===== config.mk =====
export PLATFORM = sky130hd
export DESIGN_NAME = fsk_uart_modulator
export DESIGN_NICKNAME = d
export VERILOG_FILES = /design/src/rtl/core/fum_pkg.sv /design/src/rtl/core/fum_fifo.sv /design/src/rtl/core/fum_framer.sv /design/src/rtl/core/fum_out_buf.sv /design/src/rtl/core/fsk_uart_modulator.sv
export SDC_FILE = /design/constraint.sdc
export NUM_CORES = 1
export LEC_CHECK = 0
export BUFFER_PORTS_ARGS = -buffer_cell sky130_fd_sc_hd__buf_2
export CAP_MARGIN = 20
export CORE_MARGIN = 3
export CORE_UTILIZATION = 50
export DETAILED_ROUTE_END_ITERATION = 8
export GPL_TIMING_DRIVEN = 0
export PLACE_DENSITY = 0.67
export REMOVE_ABC_BUFFERS = 1
export SYNTH_ARGS = -nofsm -noshare
export SYNTH_HDL_FRONTEND = slang
export SYNTH_HIERARCHICAL = 1
export SYNTH_SLANG_ARGS = --single-unit
export TNS_END_PERCENT = 10

===== constraint.sdc =====
create_clock -name i_clk -period 14.28 [get_ports i_clk]
set_input_delay 2.142 -clock i_clk [delete_from_list [all_inputs] [get_ports i_clk]]
set_output_delay 2.142 -clock i_clk [all_outputs]
set_load 0.03 [all_outputs]

===== src/rtl/core/fum_pkg.sv =====
// Shared types, constants and sine table generator for the FSK UART modulator.
package fum_pkg;

    localparam int FIFO_DEPTH = 128;
    localparam int TABLE_SIZE = 256;
    localparam int DAC_BITS   = 12;

    localparam int FIFO_AW = $clog2(FIFO_DEPTH);
    localparam int FIFO_CW = $clog2(FIFO_DEPTH + 1);
    localparam int PHASE_W = $clog2(TABLE_SIZE);
    localparam int STEP_W  = 8;
    localparam int PSUM_W  = ((PHASE_W > STEP_W) ? PHASE_W : STEP_W) + 1;
    localparam int SPB_W   = 16;
    localparam int BITN_W  = 4;
    localparam int DATA_BITS = 8;

    localparam logic [DAC_BITS-1:0] HELD_RESET = DAC_BITS'(((1 << DAC_BITS) - 1) / 2);

    localparam logic [STEP_W-1:0] MARK_STEP_RESET  = 8'd16;
    localparam logic [STEP_W-1:0] SPACE_STEP_RESET = 8'd29;
    localparam logic [SPB_W-1:0]  SPB_RESET        = 16'd16;

    localparam int PADDR_W = 4;

    typedef enum logic [1:0] {
        REG_MARK_STEP  = 2'd0,
        REG_SPACE_STEP = 2'd1,
        REG_SPB        = 2'd2,
        REG_NONE       = 2'd3
    } t_reg_idx;

    typedef enum logic {
        KIND_TICK = 1'b0,
        KIND_PUSH = 1'b1
    } t_kind;

    typedef enum logic [1:0] {
        MODE_IDLE  = 2'd0,
        MODE_START = 2'd1,
        MODE_MARK  = 2'd2,
        MODE_SPACE = 2'd3
    } t_mode;

    typedef struct packed {
        t_kind      kind;
        logic [7:0] data_byte;
    } t_in_word;

    typedef struct packed {
        logic [DAC_BITS-1:0] dac_sample;
        logic                sample_valid;
        logic                push_accepted;
        logic                tone_is_space;
        logic [1:0]          frame_phase;
    } t_out_word;

    typedef struct packed {
        logic [STEP_W-1:0] mark_step;
        logic [STEP_W-1:0] space_step;
        logic [SPB_W-1:0]  bit_ticks;
    } t_cfg;

    typedef struct packed {
        logic       empty;
        logic       full;
        logic [7:0] head_data;
    } t_fifo_stat;

    typedef logic [DAC_BITS-1:0] t_sine_rom [TABLE_SIZE];

    localparam logic [7:0] TAYLOR_DIV [6] = '{8'd6, 8'd20, 8'd42, 8'd72, 8'd110, 8'd156};

    // Q30 Taylor sine, folded to the first quadrant
    function automatic logic [DAC_BITS-1:0] sine_entry(int unsigned i);
        logic [63:0] one;
        logic [63:0] quarter;
        logic [63:0] half;
        logic [63:0] mid;
        logic [63:0] amp;
        logic [63:0] t;
        logic [63:0] u;
        logic [63:0] x;
        logic [63:0] x2;
        logic [63:0] term;
        logic [63:0] mag;
        longint      sum;
        logic        neg;
        one     = 64'd1 << 32;
        quarter = one >> 2;
        half    = one >> 1;
        mid     = 64'd1 << (DAC_BITS - 1);
        amp     = mid - 64'd1;
        t       = (64'(i % TABLE_SIZE) << 32) / TABLE_SIZE;
        if (t < quarter) begin
            u = t;
            neg = 1'b0;
        end else if (t < half) begin
            u = half - t;
            neg = 1'b0;
        end else if (t < half + quarter) begin
            u = t - half;
            neg = 1'b1;
        end else begin
            u = one - t;
            neg = 1'b1;
        end
        x    = (u * 64'd1686629713) >> 30;
        x2   = (x * x) >> 30;
        term = x;
        sum  = longint'(x);
        for (int k = 1; k <= 6; k++) begin
            term = (term * x2) >> 30;
            term = term / 64'(TAYLOR_DIV[k-1]);
            if ((k % 2) == 1) begin
                sum = sum - longint'(term);
            end else begin
                sum = sum + longint'(term);
            end
        end
        if (sum < 0) begin
            sum = 0;
        end
        if (sum > (longint'(1) << 30)) begin
            sum = longint'(1) << 30;
        end
        mag = (amp * 64'(sum) + (64'd1 << 29)) >> 30;
        return neg ? DAC_BITS'(mid - mag) : DAC_BITS'(mid + mag);
    endfunction

    function automatic t_sine_rom gen_sine_rom();
        t_sine_rom rom;
        for (int unsigned i = 0; i < TABLE_SIZE; i++) begin
            rom[i] = sine_entry(i);
        end
        return rom;
    endfunction

    localparam t_sine_rom SINE_ROM = gen_sine_rom();

endpackage


===== src/rtl/core/fum_fifo.sv =====
// Byte FIFO with registered head read and write-through bypass.
module fum_fifo (
    input  logic                i_clk,
    input  logic                i_rst_n,
    input  logic                i_push,
    input  logic [7:0]          i_data,
    input  logic                i_pop,
    output fum_pkg::t_fifo_stat o_stat
);
    import fum_pkg::*;

    logic [7:0]         mem [FIFO_DEPTH];
    logic [FIFO_AW-1:0] r_head, n_head;
    logic [FIFO_AW-1:0] r_tail, n_tail;
    logic [FIFO_CW-1:0] r_count, n_count;
    logic [7:0]         r_head_data;
    logic               full;
    logic               empty;
    logic               wr_en;

    assign full  = (r_count == FIFO_CW'(FIFO_DEPTH));
    assign empty = (r_count == '0);
    assign wr_en = i_push && !full;

    always_comb begin
        n_head  = r_head;
        n_tail  = r_tail;
        n_count = r_count;
        if (wr_en) begin
            n_tail  = FIFO_AW'(r_tail + 1'b1);
            n_count = r_count + 1'b1;
        end else if (i_pop && !empty) begin
            n_head  = FIFO_AW'(r_head + 1'b1);
            n_count = r_count - 1'b1;
        end
    end

    always_ff @(posedge i_clk) begin
        if (!i_rst_n) begin
            r_head  <= '0;
            r_tail  <= '0;
            r_count <= '0;
        end else begin
            r_head  <= n_head;
            r_tail  <= n_tail;
            r_count <= n_count;
        end
    end

    always_ff @(posedge i_clk) begin
        if (wr_en) begin
            mem[r_tail] <= i_data;
        end
    end

    always_ff @(posedge i_clk) begin
        if (wr_en && (r_tail == n_head)) begin
            r_head_data <= i_data;
        end else begin
            r_head_data <= mem[n_head];
        end
    end

    assign o_stat.empty     = empty;
    assign o_stat.full      = full;
    assign o_stat.head_data = r_head_data;

endmodule


===== src/rtl/core/fum_framer.sv =====
// UART framing, phase accumulator and sine lookup; forms one result per word.
module fum_framer (
    input  logic                i_clk,
    input  logic                i_rst_n,
    input  logic                i_accept,
    input  fum_pkg::t_in_word   i_word,
    input  fum_pkg::t_cfg       i_cfg,
    input  fum_pkg::t_fifo_stat i_fifo,
    output logic                o_pop,
    output fum_pkg::t_out_word  o_result
);
    import fum_pkg::*;

    t_mode               r_mode, n_mode;
    logic [BITN_W-1:0]   r_bitn, n_bitn;
    logic [SPB_W-1:0]    r_count, n_count;
    logic [7:0]          r_shift, n_shift;
    logic [PHASE_W-1:0]  r_phase, n_phase;
    logic [DAC_BITS-1:0] r_held, n_held;
    logic [SPB_W-1:0]    cnt_inc;
    logic                ends;
    logic                tick;
    logic                space;
    logic [STEP_W-1:0]   step;

    assign tick    = i_accept && (i_word.kind == KIND_TICK);
    assign cnt_inc = r_count + 1'b1;
    assign ends    = (cnt_inc >= i_cfg.bit_ticks);

    always_comb begin
        n_mode  = r_mode;
        n_bitn  = r_bitn;
        n_count = r_count;
        n_shift = r_shift;
        n_phase = r_phase;
        n_held  = r_held;
        space   = 1'b0;
        o_pop   = 1'b0;
        step    = i_cfg.mark_step;
        if (tick) begin
            n_count = cnt_inc;
            unique case (r_mode)
                MODE_IDLE: begin
                    if (ends) begin
                        n_count = SPB_W'(1);
                        if (!i_fifo.empty) begin
                            o_pop   = 1'b1;
                            n_shift = i_fifo.head_data;
                            space   = 1'b1;
                            n_mode  = MODE_START;
                        end
                    end
                end
                MODE_START: begin
                    space = 1'b1;
                    if (ends) begin
                        n_count = SPB_W'(1);
                        n_bitn  = '0;
                        space   = !r_shift[0];
                        n_mode  = space ? MODE_SPACE : MODE_MARK;
                    end
                end
                MODE_MARK, MODE_SPACE: begin
                    space = (r_mode == MODE_SPACE);
                    if (ends) begin
                        n_count = SPB_W'(1);
                        n_bitn  = r_bitn + 1'b1;
                        if (n_bitn >= BITN_W'(DATA_BITS)) begin
                            space  = 1'b0;
                            n_mode = MODE_IDLE;
                        end else begin
                            space  = !r_shift[n_bitn[2:0]];
                            n_mode = space ? MODE_SPACE : MODE_MARK;
                        end
                    end
                end
                default: begin
                    n_mode = MODE_IDLE;
                end
            endcase
            step    = space ? i_cfg.space_step : i_cfg.mark_step;
            n_held  = SINE_ROM[r_phase];
            n_phase = PHASE_W'(PSUM_W'(r_phase) + PSUM_W'(step));
        end
    end

    always_ff @(posedge i_clk) begin
        if (!i_rst_n) begin
            r_mode  <= MODE_IDLE;
            r_bitn  <= '0;
            r_count <= '0;
            r_shift <= '0;
            r_phase <= '0;
            r_held  <= HELD_RESET;
        end else begin
            r_mode  <= n_mode;
            r_bitn  <= n_bitn;
            r_count <= n_count;
            r_shift <= n_shift;
            r_phase <= n_phase;
            r_held  <= n_held;
        end
    end

    assign o_result.dac_sample    = n_held;
    assign o_result.sample_valid  = tick;
    assign o_result.push_accepted = i_accept && (i_word.kind == KIND_PUSH) && !i_fifo.full;
    assign o_result.tone_is_space = tick && space;
    assign o_result.frame_phase   = n_mode;

endmodule


===== src/rtl/core/fum_out_buf.sv =====
// Two-entry output buffer: result register plus skid register.
module fum_out_buf (
    input  logic               i_clk,
    input  logic               i_rst_n,
    input  logic               i_push,
    input  fum_pkg::t_out_word i_word,
    output logic               o_ready,
    output logic               o_valid,
    output fum_pkg::t_out_word o_word,
    input  logic               i_ready
);
    import fum_pkg::*;

    logic      r_main_valid, n_main_valid;
    logic      r_skid_valid, n_skid_valid;
    t_out_word r_main, n_main;
    t_out_word r_skid, n_skid;
    logic      take;

    assign take = r_main_valid && i_ready;

    always_comb begin
        n_main_valid = r_main_valid;
        n_skid_valid = r_skid_valid;
        n_main       = r_main;
        n_skid       = r_skid;
        if (take) begin
            if (r_skid_valid) begin
                n_main       = r_skid;
                n_skid_valid = 1'b0;
            end else begin
                n_main_valid = i_push;
                n_main       = i_word;
            end
        end else if (i_push) begin
            if (!r_main_valid) begin
                n_main_valid = 1'b1;
                n_main       = i_word;
            end else begin
                n_skid_valid = 1'b1;
                n_skid       = i_word;
            end
        end
    end

    always_ff @(posedge i_clk) begin
        if (!i_rst_n) begin
            r_main_valid <= 1'b0;
            r_skid_valid <= 1'b0;
        end else begin
            r_main_valid <= n_main_valid;
            r_skid_valid <= n_skid_valid;
        end
    end

    always_ff @(posedge i_clk) begin
        r_main <= n_main;
        r_skid <= n_skid;
    end

    assign o_ready = !r_skid_valid;
    assign o_valid = r_main_valid;
    assign o_word  = r_main;

endmodule


===== src/rtl/core/fsk_uart_modulator.sv =====
// Top level: APB register file, byte FIFO, framer and output buffer.
// Each word's result is registered in the output buffer and shows at o_out_valid once it enters the result register.
// Throughput: one word per cycle while o_in_ready is high; the framer updates its state on each accepted tick word.
// A stalled result leaves room for one more word in the skid register before o_in_ready drops.
// Reset (synchronous, active low) clears control state and restores register defaults;
// FIFO storage is not cleared and needs no clearing pass.
module fsk_uart_modulator (
    input  logic                         i_clk,
    input  logic                         i_rst_n,
    input  logic                         i_in_valid,
    output logic                         o_in_ready,
    input  fum_pkg::t_in_word            i_in_word,
    output logic                         o_out_valid,
    input  logic                         i_out_ready,
    output fum_pkg::t_out_word           o_out_word,
    input  logic                         psel,
    input  logic                         penable,
    input  logic                         pwrite,
    input  logic [fum_pkg::PADDR_W-1:0]  paddr,
    input  logic [31:0]                  pwdata,
    output logic [31:0]                  prdata,
    output logic                         pready
);
    import fum_pkg::*;

    logic [STEP_W-1:0] r_mark;
    logic [STEP_W-1:0] r_space;
    logic [SPB_W-1:0]  r_spb;
    t_cfg              cfg;
    t_reg_idx          reg_idx;
    logic              wr_en;
    logic              accept;
    logic              pop;
    t_fifo_stat        fifo_stat;
    t_out_word         result;

    assign pready  = 1'b1;
    assign reg_idx = t_reg_idx'(paddr[3:2]);
    assign wr_en   = psel && penable && pwrite && pready;

    always_ff @(posedge i_clk) begin
        if (!i_rst_n) begin
            r_mark  <= MARK_STEP_RESET;
            r_space <= SPACE_STEP_RESET;
            r_spb   <= SPB_RESET;
        end else if (wr_en) begin
            unique case (reg_idx)
                REG_MARK_STEP:  r_mark  <= pwdata[STEP_W-1:0];
                REG_SPACE_STEP: r_space <= pwdata[STEP_W-1:0];
                REG_SPB:        r_spb   <= pwdata[SPB_W-1:0];
                default: begin
                end
            endcase
        end
    end

    always_comb begin
        unique case (reg_idx)
            REG_MARK_STEP:  prdata = {24'd0, r_mark};
            REG_SPACE_STEP: prdata = {24'd0, r_space};
            REG_SPB:        prdata = {16'd0, r_spb};
            default:        prdata = '0;
        endcase
    end

    assign cfg.mark_step  = r_mark;
    assign cfg.space_step = r_space;
    assign cfg.bit_ticks  = r_spb;

    assign accept = i_in_valid && o_in_ready;

    fum_fifo u_fifo (
        .i_clk   (i_clk),
        .i_rst_n (i_rst_n),
        .i_push  (accept && (i_in_word.kind == KIND_PUSH)),
        .i_data  (i_in_word.data_byte),
        .i_pop   (pop),
        .o_stat  (fifo_stat)
    );

    fum_framer u_framer (
        .i_clk    (i_clk),
        .i_rst_n  (i_rst_n),
        .i_accept (accept),
        .i_word   (i_in_word),
        .i_cfg    (cfg),
        .i_fifo   (fifo_stat),
        .o_pop    (pop),
        .o_result (result)
    );

    fum_out_buf u_out_buf (
        .i_clk   (i_clk),
        .i_rst_n (i_rst_n),
        .i_push  (accept),
        .i_word  (result),
        .o_ready (o_in_ready),
        .o_valid (o_out_valid),
        .o_word  (o_out_word),
        .i_ready (i_out_ready)
    );

endmodule


==> metrics.md, run 1 <==
| Metric | Value |
|---|---|
| Clk root buf | `clkbuf_16` |
| I/O Pins | `104` |
| Switching share of power | `0.2060` |
| Routability cong. | `0.9055` |
| Fin worst setup slack | `8.041 ns` |
| FILL cells | `7,490` |
| Die height | `323.1 µm` |
| Hold Path End | `r_mark[6]` |
| Post-synthesis register bit count | `about 1,200` |
| Pint | `0.005663 W` |
| Initial Utilization | `0.5079` |
| DP Area | `roughly 52,000 µm²` |
| Crit path kind | `flop to flop` |
| # diodes | `0` |
| Share of layout cells above drive strength 1 | `0.1890` |
| Sequential fraction of the synthesis area | `0.6768` |
| Crit. End Element | `flop` |
| Count leader, synth | `edfxtp_1` |
| HPWL after DPL | `74,660 µm` |
| I/O Buffers | `68` |
| Vias in the first global route | `about 29,000` |
| Layout area overhead | `11.73%` |
| Pre-CTS setup slack | `8.093 ns` |
| Ys async rst share | `0` |
| Residual DRC count | `0` |
| CP Data Required Time | `14.85 ns` |
| RSZ-0062 raised after global routing | `false` |
| Avg Vias per Cell | `6.244` |
| Endpoints failing hold | `0` |
| Switch Pwr | `0.001469 W` |
| Synthesis Warnings | `6` |
| Reg-to-reg slack, setup | `8.04 ns` |
| Antenna viol nets, final | `0` |
| Comb power frac | `0.038` |
| Count of final setup violators | `0` |
| Hold path depth | `2` |
| Most common cell on crit path | `ha_1` |
| Worst VDD drop | `0.0001088 V` |
| Leak pwr | `17.67 nW` |
| Crit path buffers/inverters | `0` |
| Fmax | `160.3 MHz` |
| Clk network pwr share | `0.433` |
| Post-CTS setup buffer count | `0` |
| Worst Skew | `0.06128 ns` |
| Die area | `104,400 µm²` |
| Worst r2r src | `u_framer/r_count[0]` |
| TNS Setup | `0 ns` |
| Core Footprint | `98,990 µm²` |
| Leading area contributor after synthesis | `edfxtp_1` |
| R2r worst-path depth | `23` |
| Max-slew violations | `0` |
| DRT iter0 DRCs | `3,521` |
| Cell Area, Synth | `50,280 µm²` |
| Maximum capacitance violations | `0` |
| Run status | `completed` |
| Final Cycle Share | `0.4369` |
| Worst-margin pin slew | `around 1.2 ns` |
| Crit-path slowest cell | `or3_1` |
| CP delay by family, top | `compound AO/OA/AOI/OAI gates` |
| Avg WL per Cell | `between 20 and 30 µm` |
| CP Max Fanout | `11` |
| Largest cells by area after synthesis | `edfxtp_1, mux4_2, dfxtp_1, mux2i_1, nor2_1` |
| Chip width | `323.1 µm` |
| Hold_sp | `r_mark[6]` |
| Cells after synthesis | `about 3,200` |
| Register clock-pin slew on the reported worst setup and hold paths | `0.06 ns` |
| Antenna violations before repair | `0` |
| Final wirelength | `117,700 µm` |
| CTS Hold Buffers Added | `0` |
| Post-synth top cells | `edfxtp_1, nor2_1, mux4_2, nand2_1, mux2i_1` |
| CP max stage delay | `0.52 ns` |
| Slew HR | `0.2236` |
| Top cell type's share of synthesized area | `0.6318` |
| Post-synth cell types | `85` |
| Crit path DAT | `6.81 ns` |
| Clk buf depth | `3` |
| CTS buffer count | `116` |
| Setup crit start | `u_framer/r_count[0]` |
| Via count | `28,720` |
| EDFF count, synth | `1,058` |
| Post_cts resized | `0` |
| Skew-Pair Late Insertion Delay | `0.70 ns` |
| CTS tree | `built` |
| FP Rows | `115` |
| Startpoint types | `flop` |
| Pwr Total | `0.007132 W` |
| Post-route minimum period | `6.239 ns` |
| Power density cells | `126.9 nW/µm²` |
| Avg Synthesized Cell Area | `15.69 µm²` |
| Reg2reg end | `u_framer/r_phase[7]` |
| Global-route wire length before repair | `178,600 µm` |
| Net count, final | `3,318` |
| Pin count of the biggest net entering global routing | `103` |
| Drt first pass iters | `6` |
| Crit path cell chain | `ha_1, nand3_1, or3_1, nor2_2, nand3_1, nor2_1, xor2_1, ha_1, nand2_1, o21ai_0, a31oi_1, and2_4, a211o_1, mux2_2, ha_1, a21o_1, a21oi_1, o21bai_1, a2111o_1, a21oi_1, mux2i_1, a21o_1, a21oi_2` |
| Max H-tree Level | `3` |
| Reg power frac | `0.528` |
| Hold Path Class | `flop to flop` |
| Finished layout cell area | `56,180 µm²` |
| Total GRT Usage | `0.2250` |
| Gr ovfl total | `0` |
| Ys flop type | `edfxtp_1` |
| Clock Sinks | `1,171` |
==> cells by family (layout without fill, tap and decap cells) <==
group | Yosys count | count (layout) | synth area share
other cells | 2 | 17 | 0.0001494
xor+xnor | 36 | 36 | 0.006270
simple gates | 679 | 679 | 0.06368
flops | 1171 | 1171 | 0.6768
mux | 412 | 412 | 0.1353
fa+ha+maj | 51 | 51 | 0.01299
buf+inv | 275 | 369 | 0.02685
compound gates | 578 | 578 | 0.07791
==> metrics by stage <==
step             util  hold WS [ns]  cells
6_report       0.5675        0.4683   4600
5_1_grt        0.5675        0.4988   4600
4_1_cts        0.5672        0.4709   4599
3_5_place_dp   0.5271        0.4563   4383
3_3_place_gp   0.5161        0.4391   4340
2_1_floorplan       -        0.4256   2985
==> worst register-to-register path, cell delays in order (launching register included) <==
cell      delay (ns)
dfxtp_1         0.44
ha_1            0.26
nand3_1         0.18
or3_1           0.52
nor2_2          0.20
nand3_1         0.19
nor2_1          0.18
xor2_1          0.23
ha_1            0.30
nand2_1         0.06
o21ai_0         0.14
a31oi_1         0.38
and2_4          0.30
a211o_1         0.46
mux2_2          0.44
ha_1            0.27
a21o_1          0.18
a21oi_1         0.24
o21bai_1        0.11
a2111o_1        0.47
a21oi_1         0.14
mux2i_1         0.10
a21o_1          0.21
a21oi_2         0.12
==> how the worst max path moves through the flow <==
stage | end | slack, ns | depth (start not counted)
2_1_floorplan | u_framer/r_shift[6] | 1.89 | 8
5_1_grt | u_framer/r_phase[7] | 7.61 | 23
3_3_place_gp | u_framer/r_shift[2] | -5.47 | 8
6_report | u_framer/r_phase[7] | 8.04 | 23
4_1_cts | u_framer/r_phase[7] | 8.04 | 23
3_5_place_dp | u_framer/r_phase[7] | 8.09 | 23
==> sequential cells by signal, summed over array words and instances, names as in the netlist, named ones only <==
name	count
r_mark	8
u_out_buf/o_word	17
u_fifo/mem	1024
r_space	8
u_framer/r_count	16
u_framer/r_bitn	4
u_out_buf/r_skid_valid	1
u_framer/r_phase	8
u_out_buf/r_skid	17
r_spb	16
u_framer/r_mode	2
u_fifo/r_head	7
u_fifo/r_count	8
u_framer/r_shift	8
u_fifo/r_tail	7
u_framer/r_held	12
u_out_buf/o_valid	1
==> power groups by stage <==
| stage | Clock, W | Sequential, W | Combinational [W] |
|---|---|---|---|
| after floorplan | 0 | 0.00385 | 0.000130 |
| after global placement | 0 | 0.00385 | 0.000241 |
| after detailed placement | 0 | 0.00384 | 0.000270 |
| after CTS | 0.00316 | 0.00377 | 0.000271 |
| after global routing | 0.00329 | 0.00377 | 0.000296 |
| final | 0.00309 | 0.00377 | 0.000272 |
==> layer usage <==
metal / vias up / routed length [µm] / track usage
met5: - / 0 / 0
met4: 0 / 3672 / 0.07353
met3: 228 / 8544 / 0.03253
li1: 12650 / - / -
met2: 1299 / 56600 / 0.3617
met1: 14540 / 48880 / 0.3199
==> cell usage in the layout, fill, tap and decap left out, types with 22 or more instances in the layout <==
cell type and count:
inv_1 37, o221ai_1 28, mux4_2 202, nor2_1 236
ha_1 49, xnor2_1 22, nand2_1 188, mux2i_1 120
buf_16 28, o22ai_1 33, buf_2 60, a22oi_1 88
nand3_1 34, nand2b_1 23, a221oi_1 26, nor3_1 34
o21ai_0 109, dfxtp_1 107, clkbuf_16 117, a21oi_1 112
edfxtp_1 1058, mux2_2 79, and2_1 29, nor2b_1 39
==> final cells by class <==
cell class,count,area (µm²),share of cell area
multi-input combinational,1773,15010,0.2672
inverter,41,153.9,0.002739
tap,1287,1610,0.02866
sequential,1171,34050,0.6061
clock inverter,67,807.0,0.01436
timing repair buffer,112,1379,0.02454
clock buffer,149,3168,0.05639
No activity file was read; power rests on OpenSTA's default activity.
==> inputs of run 2 (changes only) <==
PLACE_DENSITY = 0.69   (was 0.67)
clock period = 5 ns   (was 14.28 ns; I/O delays follow)
==> metrics.md, run 2 (synthesis gave the netlist of run 1 again) <==
| Metric | Value |
|---|---|
| Avg Vias per Cell | `approximately 6.3` |
| Power density cells | `353.0 nW/µm²` |
| Pwr Total | `around 0.020 W` |
| Fmax | `~190 MHz` |
| Run status | `finished with violations` |
| Antenna viol nets, final | `0` |
| Commonest non-fill, non-tap cell in the layout | `edfxtp_1` |
| Final wirelength | `between 100,000 and 150,000 µm` |
| Count of final setup violators | `2` |
| Crit path kind | `flop to flop` |
| Chip width | `323.1 µm` |
| Initial Utilization | `0.5079` |
| Global-route wire length before repair | `179,600 µm` |
| CP Max Fanout | `6` |
| Comb power frac | `0.040` |
| Register clock-pin slew on the reported worst setup and hold paths | `approximately 0.060 ns` |
| Reg-to-reg slack, setup | `-0.28 ns` |
| Clk network pwr share | `0.418` |
| R2r worst-path depth | `23` |
| Vias in the first global route | `28,720` |
| # diodes | `0` |
| Leak pwr | `~18 nW` |
| Skew-Pair Late Insertion Delay | `0.69 ns` |
| Share of layout cells above drive strength 1 | `0.1985` |
| Drt first pass iters | `6` |
| Final Cycle Share | `1.056` |
| Post-route minimum period | `5.281 ns` |
| Biggest register | `u_fifo/mem` |
| Violated checks | `setup timing` |
| Clk buf depth | `3` |
| Startpoint types | `flop` |
| I/O Buffers | `68` |
| Worst hold slack | `0.3215 ns` |
| Total GRT Usage | `0.2254` |
| TNS Setup | `-0.3665 ns` |
| Max-slew violations | `0` |
| Worst-margin pin slew | `1.120 ns` |
| CP Data Required Time | `between 5 and 6 ns` |
| FP Rows | `115` |
| Hold_sp | `pwdata[11]` |
| Reg power frac | `0.542` |
| Clock Sinks | `between 1,000 and 1,500` |
| RSZ-0062 raised after global routing | `true` |
| Worst Skew | `0.06394 ns` |
| Net count, final | `3,333` |
| Worst VDD drop | `0.0003062 V` |
| HPWL after DPL | `73,740 µm` |
| Hold Path Class | `primary input to flop` |
| Hold path depth | `3` |
| Switching share of power | `0.2057` |
| DRT iter0 DRCs | `around 3,500` |
| Worst r2r src | `u_framer/r_count[0]` |
| Crit path DAT | `5.85 ns` |
| Most frequent cells in the layout | `edfxtp_1, nor2_1, mux4_2, nand2_1, mux2i_1` |
| CTS Hold Buffers Added | `0` |
| Endpoints failing hold | `0` |
| Reg2reg end | `u_framer/r_phase[7]` |
| Antenna violations before repair | `0` |
| Residual DRC count | `0` |
| Core Footprint | `just under 100,000 µm²` |
| I/O Pins | `~100` |
| Hold Path End | `r_spb[11]` |
| Die area | `104,400 µm²` |
| Maximum capacitance violations | `0` |
| DP Area | `52,150 µm²` |
| Pin count of the biggest net entering global routing | `105` |
| CTS tree | `built` |
| CTS buffer count | `112` |
| Avg WL per Cell | `between 20 and 30 µm` |
| FILL cells | `7,308` |
| Gr ovfl total | `0` |
| Crit. End Element | `flop` |
| Clk root buf | `clkbuf_16` |
| Slew HR | `0.2522` |
| Final Util | `0.5681` |
| Pint | `about 0.016 W` |
| Finished layout cell area | `between 50,000 and 60,000 µm²` |
| Switch Pwr | `0.004084 W` |
| Flip-flop count of the largest register after layout | `1,024` |
| Multi-input gate area in the final layout | `15,240 µm²` |
| Die height | `around 320 µm` |
| Max H-tree Level | `3` |
| Register area | `34,070 µm²` |
| Fin worst setup slack | `-0.2815 ns` |
| Via count | `29,190` |
| Routability cong. | `0.9134` |
| Layout area overhead | `11.84%` |
## run 2: metal layers
layer | part of all wire | wire length, µm | vias to the layer above | track usage
li1 | - | - | 12670 | -
met1 | 0.41 | 48260 | 14880 | 0.3178
met2 | 0.48 | 56880 | 1406 | 0.3665
met3 | 0.079 | 9335 | 235 | 0.03379
met4 | 0.030 | 3551 | 0 | 0.06867
met5 | 0 | 0 | - | 0
## run 2: power groups by stage
stage | Clock, W | Combinational [W] | Sequential (W)
2_1_floorplan | 0 | 0.000371 | 0.0110
4_1_cts | 0.00844 | 0.000775 | 0.0108
5_1_grt | 0.00886 | 0.000853 | 0.0108
3_3_place_gp | 0 | 0.000686 | 0.0110
3_5_place_dp | 0 | 0.000768 | 0.0110
6_report | 0.00830 | 0.000786 | 0.0108
## run 2: how the worst max path moves through the flow
stage	start	end	slack, ns	cells after the start
floorplan	flop	u_framer/r_shift[6]	-7.39	8
global placement	flop	u_framer/r_shift[1]	-14.74	8
detailed placement	u_framer/r_count[0]	u_framer/r_phase[7]	-1.27	23
CTS	u_framer/r_count[0]	u_framer/r_phase[7]	-0.19	23
global route	u_framer/r_count[0]	u_framer/r_phase[7]	-0.49	23
finish	u_framer/r_count[0]	u_framer/r_phase[7]	-0.28	23
## run 2: critical path, cell delays in order, from the launching register on
cell and delay [ns]:
dfxtp_4 0.38, ha_4 0.15, nand3_4 0.08, or3_4 0.42
nor2_4 0.17, nand3_4 0.12, nor2_4 0.15, xor2_2 0.23
ha_4 0.18, nand4_4 0.11, nor4_4 0.36, a31oi_4 0.15
and2_4 0.19, a211o_4 0.37, mux2_4 0.34, ha_4 0.21
a21o_1 0.16, a21oi_2 0.17, o21bai_2 0.11, a2111o_1 0.49
a21oi_2 0.18, mux2i_1 0.11, a21o_1 0.19, a21oi_2 0.12
## run 2: stage by stage
stage | std cells | setup slack (ns)
after floorplan | 2985 | -7.385
after global routing | 4612 | -0.4929
after CTS | 4598 | -0.1897
after detailed placement | 4382 | -1.272
after global placement | 4340 | -14.74
final | 4612 | -0.2815
## run 2: repair_timing
item                       CTS  global route
setup buffers                7            13
setup endpoints to repair   32             5
pin swaps                   10            21
hold endpoints to repair     0             0
gates resized for setup     32            19
## run 2: cell type report
cell class                      instances  area share
Sequential cell                      1171      0.6059
Multi-Input combinational cell       1773      0.2710
Clock buffer                          135     0.05226
Tap cell                             1287     0.02863
Timing Repair Buffer                  131     0.02701
Clock inverter                         74     0.01253
Inverter                               41    0.002737
